## src/rtl/pbc_pkg.sv

```systemverilog
`timescale 1ns / 1ps

package pbc_pkg;

    // Counter and output widths
    localparam int COUNT_BITS_DEFAULT = 16;
    localparam int OUT_BITS           = 16;
    localparam int OUT_MAX            = 65535;

    // Queue between the tokenizer and the tally unit
    localparam int QUEUE_DEPTH = 4;
    localparam int QPTR_BITS   = $clog2(QUEUE_DEPTH);
    localparam int QCNT_BITS   = $clog2(QUEUE_DEPTH + 1);

    // Token positions on a pileup line (counted from 1)
    localparam int TOKEN_BITS = 3;
    localparam logic [TOKEN_BITS-1:0] TOKEN_REF   = 3'd3;
    localparam logic [TOKEN_BITS-1:0] TOKEN_READS = 3'd5;
    localparam logic [TOKEN_BITS-1:0] TOKEN_MAX   = 3'd7;

    // Base codes; also the tally slot of each letter
    localparam logic [2:0] BASE_NONE  = 3'd0;
    localparam logic [2:0] BASE_A     = 3'd1;
    localparam logic [2:0] BASE_C     = 3'd2;
    localparam logic [2:0] BASE_G     = 3'd3;
    localparam logic [2:0] BASE_T     = 3'd4;
    localparam logic [2:0] SLOT_MATCH = 3'd0;
    localparam int         TALLY_SLOTS = 5;

    // Operation kinds passed through the queue
    localparam logic [1:0] OP_REF  = 2'd1;
    localparam logic [1:0] OP_BUMP = 2'd2;
    localparam logic [1:0] OP_EOL  = 2'd3;

    // Characters
    localparam logic [7:0] CH_NEWLINE = 8'd10;
    localparam logic [7:0] CH_TAB     = 8'd9;
    localparam logic [7:0] CH_VTAB    = 8'd11;
    localparam logic [7:0] CH_FORMFD  = 8'd12;
    localparam logic [7:0] CH_CR      = 8'd13;
    localparam logic [7:0] CH_SPACE   = 8'd32;
    localparam logic [7:0] CH_DOT     = 8'h2E;
    localparam logic [7:0] CH_COMMA   = 8'h2C;
    localparam logic [7:0] CH_UA      = 8'h41;
    localparam logic [7:0] CH_UC      = 8'h43;
    localparam logic [7:0] CH_UG      = 8'h47;
    localparam logic [7:0] CH_UT      = 8'h54;
    localparam logic [7:0] CH_LA      = 8'h61;
    localparam logic [7:0] CH_LC      = 8'h63;
    localparam logic [7:0] CH_LG      = 8'h67;
    localparam logic [7:0] CH_LT      = 8'h74;

    typedef struct packed {
        logic [1:0] kind;
        logic [2:0] arg;
    } pbc_op_t;

    typedef struct packed {
        logic    valid;
        pbc_op_t op;
    } pbc_req_t;

    function automatic logic is_space(logic [7:0] c);
        return (c == CH_SPACE) || (c == CH_TAB) || (c == CH_VTAB) ||
               (c == CH_FORMFD) || (c == CH_CR);
    endfunction

    function automatic logic [2:0] upper_code(logic [7:0] c);
        logic [2:0] code;
        unique case (c)
            CH_UA:   code = BASE_A;
            CH_UC:   code = BASE_C;
            CH_UG:   code = BASE_G;
            CH_UT:   code = BASE_T;
            default: code = BASE_NONE;
        endcase
        return code;
    endfunction

    function automatic logic [2:0] any_case_code(logic [7:0] c);
        logic [2:0] code;
        unique case (c) inside
            CH_UA, CH_LA: code = BASE_A;
            CH_UC, CH_LC: code = BASE_C;
            CH_UG, CH_LG: code = BASE_G;
            CH_UT, CH_LT: code = BASE_T;
            default:      code = BASE_NONE;
        endcase
        return code;
    endfunction

endpackage

```

## src/rtl/pbc_front.sv

```systemverilog
`timescale 1ns / 1ps

module pbc_front
    import pbc_pkg::*;
(
    input  logic           clk,
    input  logic           rst_n,
    input  logic           accept,
    input  logic [7:0]     char_in,
    output pbc_req_t       push
);

    logic [TOKEN_BITS-1:0] idx_reg;
    logic [TOKEN_BITS-1:0] idx_next;
    logic [TOKEN_BITS-1:0] idx_bump;
    logic                  inside_reg;
    logic                  inside_next;
    logic [2:0]            letter;

    assign letter = any_case_code(char_in);

    always_comb
    begin
        idx_next    = idx_reg;
        inside_next = inside_reg;
        idx_bump    = idx_reg;
        push        = '0;
        if (accept)
        begin
            if (char_in == CH_NEWLINE)
            begin
                // end of line: flush the line state, hand the result request on
                idx_next          = '0;
                inside_next       = 1'b0;
                push.valid        = 1'b1;
                push.op.kind      = OP_EOL;
            end
            else if (is_space(char_in))
            begin
                inside_next = 1'b0;
            end
            else
            begin
                if (!inside_reg && idx_reg != TOKEN_MAX)
                    idx_bump = idx_reg + TOKEN_BITS'(1);
                idx_next    = idx_bump;
                inside_next = 1'b1;
                if (!inside_reg && idx_bump == TOKEN_REF)
                begin
                    push.valid   = 1'b1;
                    push.op.kind = OP_REF;
                    push.op.arg  = upper_code(char_in);
                end
                else if (idx_bump == TOKEN_READS)
                begin
                    if (char_in == CH_DOT || char_in == CH_COMMA)
                    begin
                        push.valid   = 1'b1;
                        push.op.kind = OP_BUMP;
                        push.op.arg  = SLOT_MATCH;
                    end
                    else if (letter != BASE_NONE)
                    begin
                        push.valid   = 1'b1;
                        push.op.kind = OP_BUMP;
                        push.op.arg  = letter;
                    end
                end
            end
        end
    end

    always_ff @(posedge clk or negedge rst_n)
    begin
        if (!rst_n)
        begin
            idx_reg    <= '0;
            inside_reg <= 1'b0;
        end
        else
        begin
            idx_reg    <= idx_next;
            inside_reg <= inside_next;
        end
    end

endmodule

```

## src/rtl/pbc_queue.sv

```systemverilog
`timescale 1ns / 1ps

module pbc_queue
    import pbc_pkg::*;
(
    input  logic     clk,
    input  logic     rst_n,
    input  pbc_req_t push,
    output logic     ready,
    output pbc_req_t head,
    input  logic     pop
);

    pbc_op_t               mem_reg [QUEUE_DEPTH];
    logic [QPTR_BITS-1:0]  wr_ptr_reg;
    logic [QPTR_BITS-1:0]  wr_ptr_next;
    logic [QPTR_BITS-1:0]  rd_ptr_reg;
    logic [QPTR_BITS-1:0]  rd_ptr_next;
    logic [QCNT_BITS-1:0]  count_reg;
    logic [QCNT_BITS-1:0]  count_next;
    logic                  do_push;
    logic                  do_pop;

    assign ready      = (count_reg != QCNT_BITS'(QUEUE_DEPTH));
    assign head.valid = (count_reg != '0);
    assign head.op    = mem_reg[rd_ptr_reg];
    assign do_push    = push.valid && ready;
    assign do_pop     = pop && head.valid;

    always_comb
    begin
        wr_ptr_next = wr_ptr_reg;
        rd_ptr_next = rd_ptr_reg;
        count_next  = count_reg;
        if (do_push)
            wr_ptr_next = (wr_ptr_reg == QPTR_BITS'(QUEUE_DEPTH - 1)) ? '0
                        : wr_ptr_reg + QPTR_BITS'(1);
        if (do_pop)
            rd_ptr_next = (rd_ptr_reg == QPTR_BITS'(QUEUE_DEPTH - 1)) ? '0
                        : rd_ptr_reg + QPTR_BITS'(1);
        if (do_push && !do_pop)
            count_next = count_reg + QCNT_BITS'(1);
        else if (do_pop && !do_push)
            count_next = count_reg - QCNT_BITS'(1);
    end

    always_ff @(posedge clk)
    begin
        if (do_push)
            mem_reg[wr_ptr_reg] <= push.op;
    end

    always_ff @(posedge clk or negedge rst_n)
    begin
        if (!rst_n)
        begin
            wr_ptr_reg <= '0;
            rd_ptr_reg <= '0;
            count_reg  <= '0;
        end
        else
        begin
            wr_ptr_reg <= wr_ptr_next;
            rd_ptr_reg <= rd_ptr_next;
            count_reg  <= count_next;
        end
    end

`ifndef SYNTHESIS
    // the tokenizer only produces work for bytes it was allowed to take
    assert property (@(posedge clk) disable iff (!rst_n) push.valid |-> ready)
        else $error("queue written while full");

    // occupancy tracks the pointers
    assert property (@(posedge clk) disable iff (!rst_n)
        (count_reg == '0 || count_reg == QCNT_BITS'(QUEUE_DEPTH)) ||
        (wr_ptr_reg != rd_ptr_reg))
        else $error("queue pointers disagree with fill count");
`endif

endmodule

```

## src/rtl/pbc_back.sv

```systemverilog
`timescale 1ns / 1ps

module pbc_back
    import pbc_pkg::*;
#(
    parameter int COUNT_BITS = COUNT_BITS_DEFAULT
)
(
    input  logic                  clk,
    input  logic                  rst_n,
    input  pbc_req_t              head,
    output logic                  pop,
    output logic                  m_tvalid,
    input  logic                  m_tready,
    output logic [4*OUT_BITS-1:0] m_tdata,
    output logic                  m_tuser
);

    localparam int WIDE_BITS = COUNT_BITS + OUT_BITS;

    logic [COUNT_BITS-1:0] tally_reg  [TALLY_SLOTS];
    logic [COUNT_BITS-1:0] tally_next [TALLY_SLOTS];
    logic [2:0]            ref_reg;
    logic [2:0]            ref_next;
    logic                  out_valid_reg;
    logic                  out_valid_next;
    logic [4*OUT_BITS-1:0] out_data_reg;
    logic                  out_known_reg;
    logic [4*OUT_BITS-1:0] result;
    logic                  ref_known;
    logic                  out_free;
    logic                  take_eol;
    logic [COUNT_BITS-1:0] sel [4];
    logic [WIDE_BITS-1:0]  wide [4];

    assign out_free  = !out_valid_reg || m_tready;
    assign pop       = head.valid && (head.op.kind != OP_EOL || out_free);
    assign take_eol  = pop && head.op.kind == OP_EOL;
    assign ref_known = (ref_reg >= BASE_A) && (ref_reg <= BASE_T);

    // reference slot reports matches; an unknown reference gives zero; clip each count to the output width
    always_comb
    begin
        for (int k = 0; k < 4; k++)
        begin
            sel[k]  = (ref_reg == 3'(k + 1)) ? tally_reg[SLOT_MATCH] : tally_reg[k + 1];
            wide[k] = {{OUT_BITS{1'b0}}, sel[k]};
            result[k*OUT_BITS +: OUT_BITS] =
                !ref_known ? '0
              : (wide[k] > WIDE_BITS'(OUT_MAX)) ? OUT_BITS'(OUT_MAX)
              : wide[k][OUT_BITS-1:0];
        end
    end

    always_comb
    begin
        ref_next = ref_reg;
        for (int j = 0; j < TALLY_SLOTS; j++)
            tally_next[j] = tally_reg[j];
        if (pop)
        begin
            unique case (head.op.kind)
                OP_REF:
                    ref_next = head.op.arg;
                OP_BUMP:
                    for (int j = 0; j < TALLY_SLOTS; j++)
                        if (head.op.arg == 3'(j) && tally_reg[j] != {COUNT_BITS{1'b1}})
                            tally_next[j] = tally_reg[j] + COUNT_BITS'(1);
                OP_EOL:
                begin
                    ref_next = BASE_NONE;
                    for (int j = 0; j < TALLY_SLOTS; j++)
                        tally_next[j] = '0;
                end
                default:
                    ref_next = ref_reg;
            endcase
        end
    end

    always_comb
    begin
        out_valid_next = out_valid_reg;
        if (take_eol)
            out_valid_next = 1'b1;
        else if (m_tready)
            out_valid_next = 1'b0;
    end

    always_ff @(posedge clk or negedge rst_n)
    begin
        if (!rst_n)
        begin
            ref_reg       <= BASE_NONE;
            out_valid_reg <= 1'b0;
            for (int j = 0; j < TALLY_SLOTS; j++)
                tally_reg[j] <= '0;
        end
        else
        begin
            ref_reg       <= ref_next;
            out_valid_reg <= out_valid_next;
            for (int j = 0; j < TALLY_SLOTS; j++)
                tally_reg[j] <= tally_next[j];
        end
    end

    always_ff @(posedge clk)
    begin
        if (take_eol)
        begin
            out_data_reg  <= result;
            out_known_reg <= ref_known;
        end
    end

    assign m_tvalid = out_valid_reg;
    assign m_tdata  = out_data_reg;
    assign m_tuser  = out_known_reg;

`ifndef SYNTHESIS
    // an unknown reference never leaks counts
    assert property (@(posedge clk) disable iff (!rst_n)
        (m_tvalid && !m_tuser) |-> (m_tdata == '0))
        else $error("counts reported for unknown reference");

    // a finished line leaves clean tallies behind
    assert property (@(posedge clk) disable iff (!rst_n)
        take_eol |=> (ref_reg == BASE_NONE && tally_reg[SLOT_MATCH] == '0))
        else $error("line state not cleared after newline");
`endif

endmodule

```

## src/rtl/pileup_base_counter.sv

```systemverilog
`timescale 1ns / 1ps

// Channel   Dir  Handshake           Payload
// s_axis    in   s_tvalid/s_tready   s_tdata[7:0] = char_in
// m_axis    out  m_tvalid/m_tready   m_tdata = count_a, count_c, count_g, count_t;
//                                    m_tuser = ref_valid
//
// Takes one byte per clock. A byte is accepted whenever the four-entry op queue
// has room; the tally unit retires one queued op per clock unless a newline waits
// on an occupied output register, and only then does the queue fill.
// A newline is queued, then its result is loaded into the output register and
// raised on m_tvalid, behind any ops queued ahead and any result still waiting.
// Reset clears the tokenizer, queue, tallies and the output valid flag.
// Output stalls hold the result register; input bytes keep flowing until the
// queue fills behind the stalled newline.

module pileup_base_counter
    import pbc_pkg::*;
#(
    parameter int COUNT_BITS = COUNT_BITS_DEFAULT
)
(
    input  logic                  clk,
    input  logic                  rst_n,
    // byte stream in
    input  logic                  s_tvalid,
    output logic                  s_tready,
    input  logic [7:0]            s_tdata,   // [7:0] char_in
    // per-line counts out
    output logic                  m_tvalid,
    input  logic                  m_tready,
    output logic [4*OUT_BITS-1:0] m_tdata,   // [15:0] count_a, [31:16] count_c,
                                             // [47:32] count_g, [63:48] count_t
    output logic                  m_tuser    // [0] ref_valid
);

    pbc_req_t push;
    pbc_req_t head;
    logic     q_ready;
    logic     pop;
    logic     accept;

    // take a byte only when the queue can absorb whatever op it produces
    assign s_tready = q_ready;
    assign accept   = s_tvalid && q_ready;

    // tokenizer: tracks token position, turns bytes into tally ops
    pbc_front u_front
    (
        .clk     (clk),
        .rst_n   (rst_n),
        .accept  (accept),
        .char_in (s_tdata),
        .push    (push)
    );

    // decouple tokenizer from the tally unit and the output stall
    pbc_queue u_queue
    (
        .clk   (clk),
        .rst_n (rst_n),
        .push  (push),
        .ready (q_ready),
        .head  (head),
        .pop   (pop)
    );

    // tally unit: saturating counters, reference hold, result register
    pbc_back #(
        .COUNT_BITS (COUNT_BITS)
    ) u_back
    (
        .clk      (clk),
        .rst_n    (rst_n),
        .head     (head),
        .pop      (pop),
        .m_tvalid (m_tvalid),
        .m_tready (m_tready),
        .m_tdata  (m_tdata),
        .m_tuser  (m_tuser)
    );

endmodule
```

## config.mk

```make
export PLATFORM = sky130hd
export DESIGN_NAME = pileup_base_counter
export DESIGN_NICKNAME = d
export VERILOG_FILES = /design/src/rtl/pbc_pkg.sv /design/src/rtl/pbc_front.sv /design/src/rtl/pbc_queue.sv /design/src/rtl/pbc_back.sv /design/src/rtl/pileup_base_counter.sv
export SDC_FILE = /design/constraint.sdc
export NUM_CORES = 1
export LEC_CHECK = 0
export ABC_AREA = 1
export BUFFER_PORTS_ARGS = -buffer_cell sky130_fd_sc_hd__clkbuf_2
export CAP_MARGIN = 20
export CELL_PAD_IN_SITES_DETAIL_PLACEMENT = 0
export CELL_PAD_IN_SITES_GLOBAL_PLACEMENT = 1
export CORE_UTILIZATION = 47
export CTS_BUF_LIST = sky130_fd_sc_hd__clkbuf_2 sky130_fd_sc_hd__clkbuf_4 sky130_fd_sc_hd__clkbuf_8
export DETAILED_ROUTE_END_ITERATION = 10
export PLACE_DENSITY = 0.87
export SYNTH_ARGS = -nofsm -noshare
export SYNTH_HDL_FRONTEND = slang
export SYNTH_SLANG_ARGS = --single-unit
```

## constraint.sdc

```tcl
create_clock -name clk -period 3.9 [get_ports clk]
set_input_delay 0.78 -clock clk [delete_from_list [all_inputs] [get_ports clk]]
set_output_delay 0.78 -clock clk [all_outputs]
set_load 0.01 [all_outputs]
```

=== Word-level counts from Yosys, hierarchy flattened ===
Memories as Yosys holds them, arrays and structs flattened.
Index checks and enable logic that the tools add are counted.

* Flip-flop bits (word level): 160
* Bits in latches: 0
* Memory bits (writable): 20
* Bits in read-only memories: 0
* Input bits: 12
* Output and inout port bits: 67
* Word-level logic and storage cells: 153
* Memories: 1

{| class="wikitable"
|+ Memories
! name !! depth !! width !! read ports !! clocked after memory_dff !! write ports !! RTL line !! RTL
|-
| u_queue.mem_reg || 4 || 5 || 1 || 0 || 1 || pbc_queue.sv:14 || <nowiki>pbc_op_t mem_reg [QUEUE_DEPTH];</nowiki>
|}

* $add $sub $neg: 10
* Multiply operators: 0
* Div/mod/pow operators: 0
* Order comparisons: 2
* Equality and inequality tests: 45
* Shift operators: 0
* Mux-type cells: 37
* Bitwise operators: 0
* Reductions and logical operators: 44

{| class="wikitable"
|+ Operator list
! kind !! count
|-
| case mux 80 bit (2 select lines) || 1
|-
| 2-to-1 mux 16 bit || 9
|-
| adder 16 x 1 -> 16 bit, second input constant || 5
|-
| inequality test 16 bit, second input constant || 5
|-
| == test 8 x 7 -> 1 bit, second input constant || 8
|-
| == test 8 x 4 -> 1 bit, second input constant || 5
|-
| 2-to-1 mux 6 bit || 6
|-
| 2-to-1 mux 3 bit || 10
|-
| == test 8 x 6 -> 1 bit, second input constant || 3
|-
| case mux 3 bit (4 select lines) || 2
|-
| == test 3 x 2 -> 1 bit, second input constant || 5
|-
| logical AND 1 bit || 15
|-
| AND reduction 3 bit || 5
|-
| inequality test 2 x 1 -> 1 bit, second input constant || 6
|-
| == test 3 bit, second input constant || 3
|-
| == test 2 bit, second input constant || 4
|-
| nonzero test 2 bit || 4
|-
| OR reduction 2 bit || 4
|-
| logical OR 1 bit || 7
|-
| adder 3 x 1 -> 3 bit, second input constant || 2
|-
| == test 3 x 1 -> 1 bit, second input constant || 2
|-
| 2-to-1 mux 1 bit || 6
|-
| inequality test 3 bit, second input constant || 2
|-
| case mux 3 bit (2 select lines) || 1
|-
| 11 further kinds || 18
|}

=== Longest topological paths before layout ===
Gate-level depths: netlist (run 1).

* Depth after elaboration: 19
* Mapped depth: 16
* Gate-level depth less buffers: 16

=== Modules after synthesis ===
From an unflattened synthesis (run 1), not the netlist that was laid out.

* Cells, all modules: 1325
* Area total of the unflattened synthesis: 10323.7 µm²

{| class="wikitable"
|+ By module, submodules not included
! module !! times used !! cells an instance !! area each (µm²) !! sequential area each (µm²)
|-
| pbc_back || 1 || 1098 || 8436.8 || 4053.9
|-
| pbc_queue || 1 || 116 || 1268.7 || 775.7
|-
| pbc_front || 1 || 109 || 610.6 || 100.1
|-
| pileup_base_counter || 1 || 2 || 7.5 || 0.0
|}

=== Worst setup path before layout (run 1) ===
OpenSTA, ideal clock, no wires.

* Kind: reg2reg
* Start: register u_queue.rd_ptr_reg[0]
* End: register u_back.out_data_reg[0], in the netlist u_back.m_tdata[0] (enable)
* Library setup time: 419 ps
* Data arrival time: 2713 ps
* Required time: 3481 ps
* Setup slack: 768 ps
* Stages on the path, launching flop included: 12
* Buffers on the path: 3
* Clock period less this slack: 3132 ps
* Cell sequence: dfrtp_1 -> inv_2 -> buf_2 -> nand2_1 -> nand3_2 -> nand2_4 -> inv_2 -> nor2_1 -> buf_4 -> buf_4 -> nand2_1 -> inv_1

* Longest elaborated chain between the ends: 5
* Elaborated cells between the ends (all ways): 6
* Those cells by class: eq/ne (2); reduce/logical (3); memory (1)

{| class="wikitable"
|+ RTL lines
! item !! RTL line !! RTL
|-
| start, declared || pbc_queue.sv:17 || <nowiki>logic [QPTR_BITS-1:0] rd_ptr_reg;</nowiki>
|-
| start signal, assigned || pbc_queue.sv:64 || <nowiki>rd_ptr_reg <= rd_ptr_next;</nowiki>
|-
| memory read (4 x 5 bit) * || -- ||
|-
| inequality test 2 bit || pbc_back.sv:37 || <nowiki>assign pop = head.valid && (head.op.kind != OP_EOL || out_free);</nowiki>
|-
| logical OR 1 bit || pbc_back.sv:37 ||
|-
| logical AND 1 bit || pbc_back.sv:37 ||
|-
| logical AND 1 bit * || pbc_back.sv:38 || <nowiki>assign take_eol = pop && head.op.kind == OP_EOL;</nowiki>
|-
| end signal, assigned || pbc_back.sv:112 || <nowiki>out_data_reg <= result;</nowiki>
|-
| end, declared || pbc_back.sv:27 || <nowiki>logic [4*OUT_BITS-1:0] out_data_reg;</nowiki>
|}

Every way passes the cells marked *; elsewhere a longest branch is shown, timed or not.
A chain may end at the register's enable or synchronous reset.

=== Worst setup path in the final report (run 1) ===
* Start: register u_front.idx_reg[0]
* End: register u_queue.count_reg[2]

* Longest elaborated chain between the ends: 16
* Elaborated cells between the ends (all ways): 21
* Those cells by class: add/sub (1); eq/ne (3); mux (10); reduce/logical (7)

{| class="wikitable"
|+ RTL lines
! item !! RTL line !! RTL
|-
| start, declared || pbc_front.sv:13 || <nowiki>logic [TOKEN_BITS-1:0] idx_reg;</nowiki>
|-
| start signal, assigned || pbc_front.sv:82 || <nowiki>idx_reg <= idx_next;</nowiki>
|-
| branches (longest 2 deep; another with adder 3 x 1 -> 3 bit) || -- ||
|-
| 2-to-1 mux 3 bit * || pbc_front.sv:44 || <nowiki>if (!inside_reg && idx_reg != TOKEN_MAX)</nowiki>
|-
| 2-to-1 mux 3 bit * || pbc_front.sv:38 || <nowiki>else if (is_space(char_in))</nowiki>
|-
| 2-to-1 mux 3 bit * || pbc_front.sv:30 || <nowiki>if (char_in == CH_NEWLINE)</nowiki>
|-
| 2-to-1 mux 3 bit * || pbc_front.sv:28 || <nowiki>if (accept)</nowiki>
|-
| == test 3 bit / == test 3 x 2 -> 1 bit (equally long branches) || pbc_front.sv:54, pbc_front.sv:48 ||
|-
| 2-to-1 mux 6 bit / logical AND 1 bit (equally long branches) || pbc_front.sv:54, pbc_front.sv:48 ||
|-
| 2-to-1 mux 6 bit * || pbc_front.sv:48 || <nowiki>if (!inside_reg && idx_bump == TOKEN_REF)</nowiki>
|-
| 2-to-1 mux 6 bit * || pbc_front.sv:38 ||
|-
| 2-to-1 mux 3 bit * || pbc_front.sv:30 ||
|-
| 2-to-1 mux 6 bit * || pbc_front.sv:28 ||
|-
| logical AND 1 bit * || pbc_queue.sv:27 || <nowiki>assign do_push = push.valid && ready;</nowiki>
|-
| named net u_queue.do_push || pbc_queue.sv:21 || <nowiki>logic do_push;</nowiki>
|-
| zero test 1 bit || pbc_queue.sv:43 || <nowiki>else if (do_pop && !do_push)</nowiki>
|-
| logical AND 1 bit || pbc_queue.sv:43 ||
|-
| nonzero test 2 bit (no source line) || -- ||
|-
| end signal, assigned || pbc_queue.sv:65 || <nowiki>count_reg <= count_next;</nowiki>
|-
| end, declared || pbc_queue.sv:19 || <nowiki>logic [QCNT_BITS-1:0] count_reg;</nowiki>
|}

Mark *: on every way through the listed nets, which the timed path passes. The select of a mux whose other input is x is not followed.

==> results.toml, run 1 <==
[die]
core_area_sq_um = 21200
chipHeight_microns = 149
dieWidth_microns = 149
fp.dieArea_sq_um = 22300
rows = 53
start_util_pct = 48.2
num_io_pins = 79

[worst_setup_path]
timing.critical_path.slowest_cell_delay_ns = 0.41
cp.required_ns = 4.26
startpoint_type = "flop"
worstSetupPathType = "reg2reg"
critPathCaptureType = "flop"
r2r.worst_path.cells = 15
crit_chain = "ha_1 > ha_1 > nor2_1 > nand2_1 > o21ai_0 > nand2_1 > nor2_1 > nand3_1 > nand2_1 > ha_1 > inv_1 > fa_1 > a21oi_1 > o21ai_0 > xor2_1"
arrival_ns = 3.40
cp_max_fo = 7
cpMaxStageDelayCell = "dfrtp_1"

[timing]
slew_headroom_pct = 40.2
slew_violations = 0
finalClockSkew_ns = 0.0152
fin_setup_tns_ns = 0
timing.fmax_mhz = 329
min_period_ns = 3.04
hold_violations = 0
setup_viol = 0
post-route-period-util_pct = 78.0
tightest_slew_ns = 0.897
rsz0062_at_grt = "false"

[final_layout]
largest_reg_flops = 80
stdcell_count = 1665
area_delta_synth_final_pct = 9.99
fillerInstances = 2057
nets = 1403
final_area_sq_um = 11200
drive_above_1_share_pct = 10.6
mostFrequentLayoutCell = "nand2_1"
utilization_pct = 53.0
antenna_cells = 0
final_cell_mix = "nand2_1, nor2_1, nand3_1"

[clocking]
htree_levels = 4
clkSinkCount = 180
cts_made_buffers = 17
hold_buffers = 0
clk_latency_ns = 0.48
post_cts.repair.setup_buffers = 0
cts_tree = "yes"
cts_root_buffer = "clkbuf_8"
clk_path_buf_depth = 2
post_cts_resize_count = 0
clkSlewWorstSetupHoldPaths_ns = 0.10

[yosys]
ys_ff_latch = 180
synth_cells = 1315
synth.area.top_cells = "edfxtp_1, dfrtp_1, nand2_1, nand3_1, nor2_1"
synthesis.nets = 1341
synth.yosys.seq_area_share_pct = 48.4
async_reset_ff_share_pct = 52.8
synth_edf_count = 85
synth_area_sq_um = 10200
synth_top_area_share_pct = 25.0
synth_top_cell_by_area = "edfxtp_1"
ys.flop_type = "dfrtp_1"
syn-mean-instance-area_sq_um = 7.75
yosysWarningCount = 0
yosysUniqueCellTypes = 31

[placed_design]
dp.cells = 1632
hpwl_mm = 18.5
gp_congestion = 0.881
place_area_sq_um = 10800
numPortBuffers = 78

[route]
via_per_inst = 5.30
detail_route.wirelength_mm = 26.8
drc = 0
antenna_left = 0
via_count = 8822
wl_per_cell_microns = 16.1
drt-pass1-iter-count = 6
first_iter_violations = 694

[power_and_ir_drop]
p_int_mw = 3.97
pwr-share-comb_pct = 42.8
sw_frac_of_total_pct = 45.2
powerDensity_nw_per_um2 = 647
seqPwrFrac_pct = 38.9
p_switching_mw = 3.28
ir_worst_vdd_mv = 0.516
clockPowerShare_pct = 18.3
p_leak_nw = 4.96

[global_routing]
gr-total-overflow = 0
grtUsageTotal_pct = 25.3
grt_pass1_vias = 8142
antenna_found_initial = 0
grt_pass1_wl_mm = 43.5
grt_max_degree = 75

[run_status]
status = "finished, final reports clean"

[flow_run]
maxCapViolCount = 0

[min_path]
hold_path.class = "in2async"
==> cell families (layout without fill, tap and decap cells) <==
logic type,Yosys count,in the layout,synth area share (%)
xor+xnor,32,32,2.75
flops,180,180,48.4
compound gates,151,151,8.31
buf+inv,162,237,6.79
simple gates,776,776,32.0
fa+ha+maj,14,14,1.79
==> metrics by stage <==
stage | hold slack [ns] | total power [mW] | setup slack (ns)
floorplan | 0.484 | 4.99 | 0.768
global placement | 0.511 | 5.91 | 0.858
detailed placement | 0.515 | 5.95 | 0.763
CTS | 0.373 | 7.27 | 0.856
global route | 0.389 | 7.74 | 0.573
finish | 0.361 | 7.25 | 0.858
==> area by class of cell <==
class / instances / area [sq um] / area share [%]
repair buffers: 91 / 523 / 4.67
flip-flops and latches: 180 / 4930 / 44.0
clock buffers: 19 / 249 / 2.22
clock inverters: 13 / 149 / 1.33
multi-input cells: 973 / 4590 / 40.9
inverters: 114 / 428 / 3.82
well taps: 275 / 344 / 3.07
==> power by group through the flow <==
stage / clock [mW] / combinational (mW) / sequential, mW
4_1_cts: 1.34 / 3.09 / 2.83
3_3_place_gp: 0 / 3.05 / 2.86
3_5_place_dp: 0 / 3.08 / 2.87
6_report: 1.33 / 3.10 / 2.82
5_1_grt: 1.42 / 3.44 / 2.88
2_1_floorplan: 0 / 2.05 / 2.94
==> metal layers <==
metal	part of all wire, %	track usage (%)	vias to the layer above
met5	0	0	-
met4	1.3	6.02	0
met3	4.8	3.76	28
met2	47	40.4	217
met1	47	36.1	4141
li1	-	-	4436
==> cells in the mapped netlist (2+ instances only) <==
| master | instances |
|---|---|
| a21boi_0 | 4 |
| a21oi_1 | 51 |
| a22o_1 | 2 |
| a22oi_1 | 6 |
| buf_2 | 19 |
| buf_4 | 14 |
| clkbuf_1 | 14 |
| dfrtp_1 | 95 |
| edfxtp_1 | 85 |
| ha_1 | 13 |
| inv_1 | 110 |
| inv_2 | 4 |
| nand2_1 | 402 |
| nand2_2 | 5 |
| nand2_4 | 5 |
| nand3_1 | 141 |
| nand3_2 | 3 |
| nand4_1 | 32 |
| nor2_1 | 178 |
| nor3_1 | 7 |
| o21ai_0 | 68 |
| o21bai_1 | 7 |
| o21bai_4 | 2 |
| o22ai_1 | 11 |
| xnor2_1 | 13 |
| xor2_1 | 19 |
==> critical path: cells and delay by family, from the launching register on <==
family | cells | cell delay (ns)
AND/OR/NAND/NOR | 6 | 0.94
buffers and inverters | 1 | 0.07
adder cells (fa/ha/maj) | 4 | 0.94
XOR/XNOR | 1 | 0.16
AO/OA/AOI/OAI | 3 | 0.40
flip-flops | 1 | 0.41
==> path summary, 6_finish.rpt <==
check / from / to / slack [ns]
worst min-delay path: rst_n / u_back.tally_reg[5] / 0.36
worst min register to register: u_back.tally_reg[15] / u_back.tally_reg[15] / 0.54
max in group asynchronous: rst_n / u_back.tally_reg[64] / 2.68
worst max-delay path: u_front.idx_reg[0] / u_queue.count_reg[2] / 0.86
min in group clk: u_back.tally_reg[15] / u_back.tally_reg[15] / 0.54
worst max register to register: u_front.idx_reg[0] / u_queue.count_reg[2] / 0.86
Note: power is estimated with default switching activity, not from simulation.
==> run 2: changes to the inputs <==
==> constraint.sdc (replaced) <==
create_clock -name clk -period 3.2 [get_ports clk]
set_input_delay 0.64 -clock clk [delete_from_list [all_inputs] [get_ports clk]]
set_output_delay 0.64 -clock clk [all_outputs]
set_load 0.01 [all_outputs]
==> results.toml, run 2 (synthesized netlist as in run 1, its figures left out) <==
[run_status]
status = "finished, final reports clean"

[clocking]
post_cts_resize_count = 0
clkSinkCount = 180
hold_buffers = 0
clk_latency_ns = 0.48
htree_levels = 4
post_cts.repair.setup_buffers = 0
cts_made_buffers = 17
cts_tree = "yes"
cts_root_buffer = "clkbuf_8"
clk_path_buf_depth = 2
clkSlewWorstSetupHoldPaths_ns = 0.10

[timing]
hold_slack_ns = 0.188
slew_violations = 0
setup_viol = 0
timing.fmax_mhz = 341
min_period_ns = 2.93
hold_violations = 0
slew_headroom_pct = 41.7
finalClockSkew_ns = 0.0153
post-route-period-util_pct = 91.6
tightest_slew_ns = 0.872
rsz0062_at_grt = "false"
fin_setup_tns_ns = 0

[power_and_ir_drop]
sw_frac_of_total_pct = 44.9
p_int_mw = 4.89
clockPowerShare_pct = 18.3
powerDensity_nw_per_um2 = 788
seqPwrFrac_pct = 38.7
power.total_mw = 8.87
pwr-share-comb_pct = 43.0
p_leak_nw = 4.99
p_switching_mw = 3.98
ir_worst_vdd_mv = 0.643

[worst_setup_path]
arrival_ns = 3.28
worstSetupEndpoint = "u_queue.count_reg[2]"
critPathCaptureType = "flop"
cp.required_ns = 3.55
cp_max_fo = 8
worstSetupPathType = "reg2reg"
regToRegSetupSlack_ns = 0.27
r2r_end = "u_queue.count_reg[2]"
reg2reg_from = "u_front.idx_reg[0]"
crit_path_start = "u_front.idx_reg[0]"
r2r.worst_path.cells = 15
startpoint_type = "flop"

[final_layout]
area_delta_synth_final_pct = 10.5
drive_above_1_share_pct = 10.8
nets = 1407
utilization_pct = 53.2
stdcell_count = 1669
final_cell_mix = "nand2_1, nor2_1, nand3_1"
antenna_cells = 0
fillerInstances = 2034
mostFrequentLayoutCell = "nand2_1"
largest_reg_flops = 80

[route]
first_iter_violations = 575
via_per_inst = 5.30
antenna_left = 0
wl_per_cell_microns = 15.9
via_count = 8846
drc = 0
drt-pass1-iter-count = 5
detail_route.wirelength_mm = 26.5

[die]
start_util_pct = 48.2
core_area_sq_um = 21200
fp.dieArea_sq_um = 22300
rows = 53
chipHeight_microns = 149
dieWidth_microns = 149
num_io_pins = 79

[min_path]
hold_path.class = "in2async"

[global_routing]
grtUsageTotal_pct = 25.4
grt_max_degree = 75
grt_pass1_vias = 8387
antenna_found_initial = 0
gr-total-overflow = 0
grt_pass1_wl_mm = 43.7

[placed_design]
dp.cells = 1637
numPortBuffers = 78
hpwl_mm = 18.5
gp_congestion = 0.877

[flow_run]
maxCapViolCount = 0
-- run 2: final cells by class --
| class | count | area [sq um] | share of cell area (%) |
|---|---|---|---|
| clock inverters | 13 | 149 | 1.32 |
| flip-flops and latches | 180 | 4930 | 43.8 |
| repair buffers | 95 | 558 | 4.96 |
| well taps | 275 | 344 | 3.06 |
| inverters | 114 | 428 | 3.80 |
| clock buffers | 19 | 255 | 2.27 |
| multi-input cells | 973 | 4600 | 40.8 |
-- run 2: power groups by stage --
stage                     logic [mW]  clock network (mW)  registers [mW]
after floorplan                 2.50                   0            3.58
after global placement          3.76                   0            3.48
after detailed placement        3.80                   0            3.49
after CTS                       3.82                1.64            3.44
after global routing            4.23                1.72            3.51
final                           3.81                1.62            3.44
-- run 2: worst max-delay path, stage by stage, from the launching register on --
cell and delay [ns]:
dfrtp_1 0.41, ha_1 0.21, ha_1 0.19, nor2_1 0.22, o21ai_0 0.17, nor2_1 0.15
nand2_1 0.10, nand2_1 0.07, nand2_1 0.14, nand2_1 0.16, ha_1 0.15, inv_1 0.06
fa_1 0.38, a21oi_1 0.14, o21ai_0 0.11, xor2_1 0.15
-- run 2: through the flow --
| step | setup WS, ns | instance area (sq um) |
|---|---|---|
| after floorplan | 0.0679 | 10200 |
| after global placement | 0.267 | 10800 |
| after detailed placement | 0.210 | 10800 |
| after CTS | 0.191 | 11300 |
| after global routing | 0.00754 | 11300 |
| final | 0.269 | 11300 |
-- run 2: metal layers --
layer | part of all wire (%) | global-route usage (%) | up-vias
met1 | 47 | 35.0 | 4122
met5 | 0 | 0 | -
met4 | 1.7 | 6.99 | 0
li1 | - | - | 4439
met2 | 47 | 41.7 | 252
met3 | 5.0 | 3.33 | 33
-- run 2: how the worst min path moves through the flow --
stage | startpoint | endpoint | slack, ns | depth (start not counted)
2_1_floorplan | rst_n | u_back.m_tvalid | 0.34 | 0
3_3_place_gp | u_back.tally_reg[38] | u_back.tally_reg[38] | 0.51 | 2
5_1_grt | rst_n | u_queue.rd_ptr_reg[1] | 0.24 | 1
3_5_place_dp | u_back.tally_reg[38] | u_back.tally_reg[38] | 0.51 | 2
4_1_cts | rst_n | u_queue.rd_ptr_reg[0] | 0.22 | 1
6_report | rst_n | u_back.tally_reg[5] | 0.19 | 1
==> run 3: changes to the inputs <==
--- a/config.mk
+++ b/config.mk
@@ -13,6 +13,7 @@
 export CORE_UTILIZATION = 47
 export CTS_BUF_LIST = sky130_fd_sc_hd__clkbuf_2 sky130_fd_sc_hd__clkbuf_4 sky130_fd_sc_hd__clkbuf_8
 export DETAILED_ROUTE_END_ITERATION = 10
+export HOLD_SLACK_MARGIN = 0.02
 export PLACE_DENSITY = 0.87
 export SYNTH_ARGS = -nofsm -noshare
 export SYNTH_HDL_FRONTEND = slang
==> constraint.sdc (replaced) <==
create_clock -name clk -period 3.2 [get_ports clk]
set_input_delay 0.48 -clock clk [delete_from_list [all_inputs] [get_ports clk]]
set_output_delay 0.48 -clock clk [all_outputs]
set_load 0.01 [all_outputs]
==> results.toml, run 3 (synthesized netlist as in run 1, its figures left out) <==
[timing]
setup_viol = 0
timing.fmax_mhz = 344
post-route-period-util_pct = 90.9
tightest_slew_ns = 0.874
hold_slack_ns = 0.0361
hold_violations = 0
min_period_ns = 2.91
slew_headroom_pct = 41.7
rsz0062_at_grt = "false"
slew_violations = 0
finalClockSkew_ns = 0.0177
fin_setup_tns_ns = 0

[placed_design]
place_area_sq_um = 10800
hpwl_mm = 18.6
gp_congestion = 0.873
numPortBuffers = 78

[run_status]
status = "finished, final reports clean"

[clocking]
clk_latency_ns = 0.48
cts_made_buffers = 17
clk_path_buf_depth = 2
hold_buffers = 0
htree_levels = 4
clkSinkCount = 180
cts_root_buffer = "clkbuf_8"
cts_tree = "yes"
post_cts.repair.setup_buffers = 0
clkSlewWorstSetupHoldPaths_ns = 0.10

[final_layout]
final_area_sq_um = 11200
mostFrequentLayoutCell = "nand2_1"
antenna_cells = 0
final_cell_mix = "nand2_1, nor2_1, nand3_1"
area_delta_synth_final_pct = 10.1
nets = 1407
utilization_pct = 53.1
largest_reg_flops = 80
drive_above_1_share_pct = 11.1
fillerInstances = 2091

[worst_setup_path]
startpoint_type = "flop"
cp_max_fo = 8
cp_top_family = "adder cells"
r2r_end = "u_queue.count_reg[2]"
critPathCaptureType = "flop"
cpMaxStageDelayCell = "dfrtp_1"
worstSetupPathType = "reg2reg"
cp.required_ns = 3.56
worstSetupEndpoint = "u_queue.count_reg[2]"
crit_path_start = "u_front.idx_reg[0]"
critPathBufInv = 1
crit_cells = 15
reg2reg_from = "u_front.idx_reg[0]"
timing.critical_path.slowest_cell_delay_ns = 0.41
r2r.worst_path.cells = 15
regToRegSetupSlack_ns = 0.29
crit_chain = "ha_1 > ha_1 > nor2_4 > o21ai_0 > nor2_1 > nand2_1 > nand2_1 > nand2_1 > nand2_2 > ha_1 > inv_1 > fa_1 > a21oi_1 > o21ai_0 > xor2_1"
arrival_ns = 3.27

[power_and_ir_drop]
ir_worst_vdd_mv = 0.533
p_leak_nw = 4.98
power.total_mw = 8.78
powerDensity_nw_per_um2 = 782

[route]
detail_route.wirelength_mm = 26.7
drc = 0
via_count = 8922
wl_per_cell_microns = 16.0
antenna_left = 0
via_per_inst = 5.35
first_iter_violations = 706
drt-pass1-iter-count = 7

[die]
core_area_sq_um = 21200
num_io_pins = 79
dieWidth_microns = 149
start_util_pct = 48.2
rows = 53
chipHeight_microns = 149
fp.dieArea_sq_um = 22300

[global_routing]
grtUsageTotal_pct = 25.3
antenna_found_initial = 0
grt_pass1_wl_mm = 43.6
grt_pass1_vias = 8429
gr-total-overflow = 0
grt_max_degree = 75

[min_path]
hold_path.class = "in2async"

[flow_run]
maxCapViolCount = 0
run 3: changes by cell type in the layout (fill, tap and decap cells not counted), sizes merged:
| cell | previous run | this run |
|---|---|---|
| bufinv | 2 | 1 |
| clkinv | 4 | 5 |
| clkinvlp | 2 | 0 |
| inv | 119 | 121 |
run 3: worst min-delay path by stage:
stage                                      end  depth (start not counted)
final                      u_back.tally_reg[8]                          1
after global routing       u_back.tally_reg[6]                          1
after CTS                  u_back.tally_reg[8]                          1
after detailed placement  u_back.tally_reg[38]                          2
after global placement    u_back.tally_reg[38]                          2
after floorplan                u_back.m_tvalid                          0
run 3: report_power, final:
part / internal (mW) / switching (mW)
sequential: 3.09 / 0.349
clock: 0.659 / 0.896
combinational: 1.03 / 2.75
total: 4.79 / 4.00
run 3: metrics by stage:
stage                     setup slack (ns)  std cells
after floorplan                     0.0679       1315
after global placement               0.287       1637
after detailed placement             0.197       1637
after CTS                            0.167       1669
after global routing                0.0288       1669
final                                0.292       1669
run 3: cell type report:
type	instances	area, sq um	share of cell area, %
flip-flops and latches	180	4930	43.9
inverters	114	428	3.81
well taps	275	344	3.07
clock buffers	19	249	2.22
clock inverters	13	136	1.21
multi-input cells	973	4610	41.0
repair buffers	95	533	4.75
run 3: per-layer routing:
metal | global-route usage, % | wire, microns | up-vias
li1 | - | - | 4444
met1 | 34.6 | 12200 | 4175
met2 | 41.2 | 12500 | 270
met3 | 4.77 | 1520 | 33
met4 | 6.58 | 444 | 0
met5 | 0 | 0 | -
run 3: timing repair:
item	CTS	global route
hold endpoints to repair	0	0
gates resized for setup	0	6
setup endpoints to repair	0	1
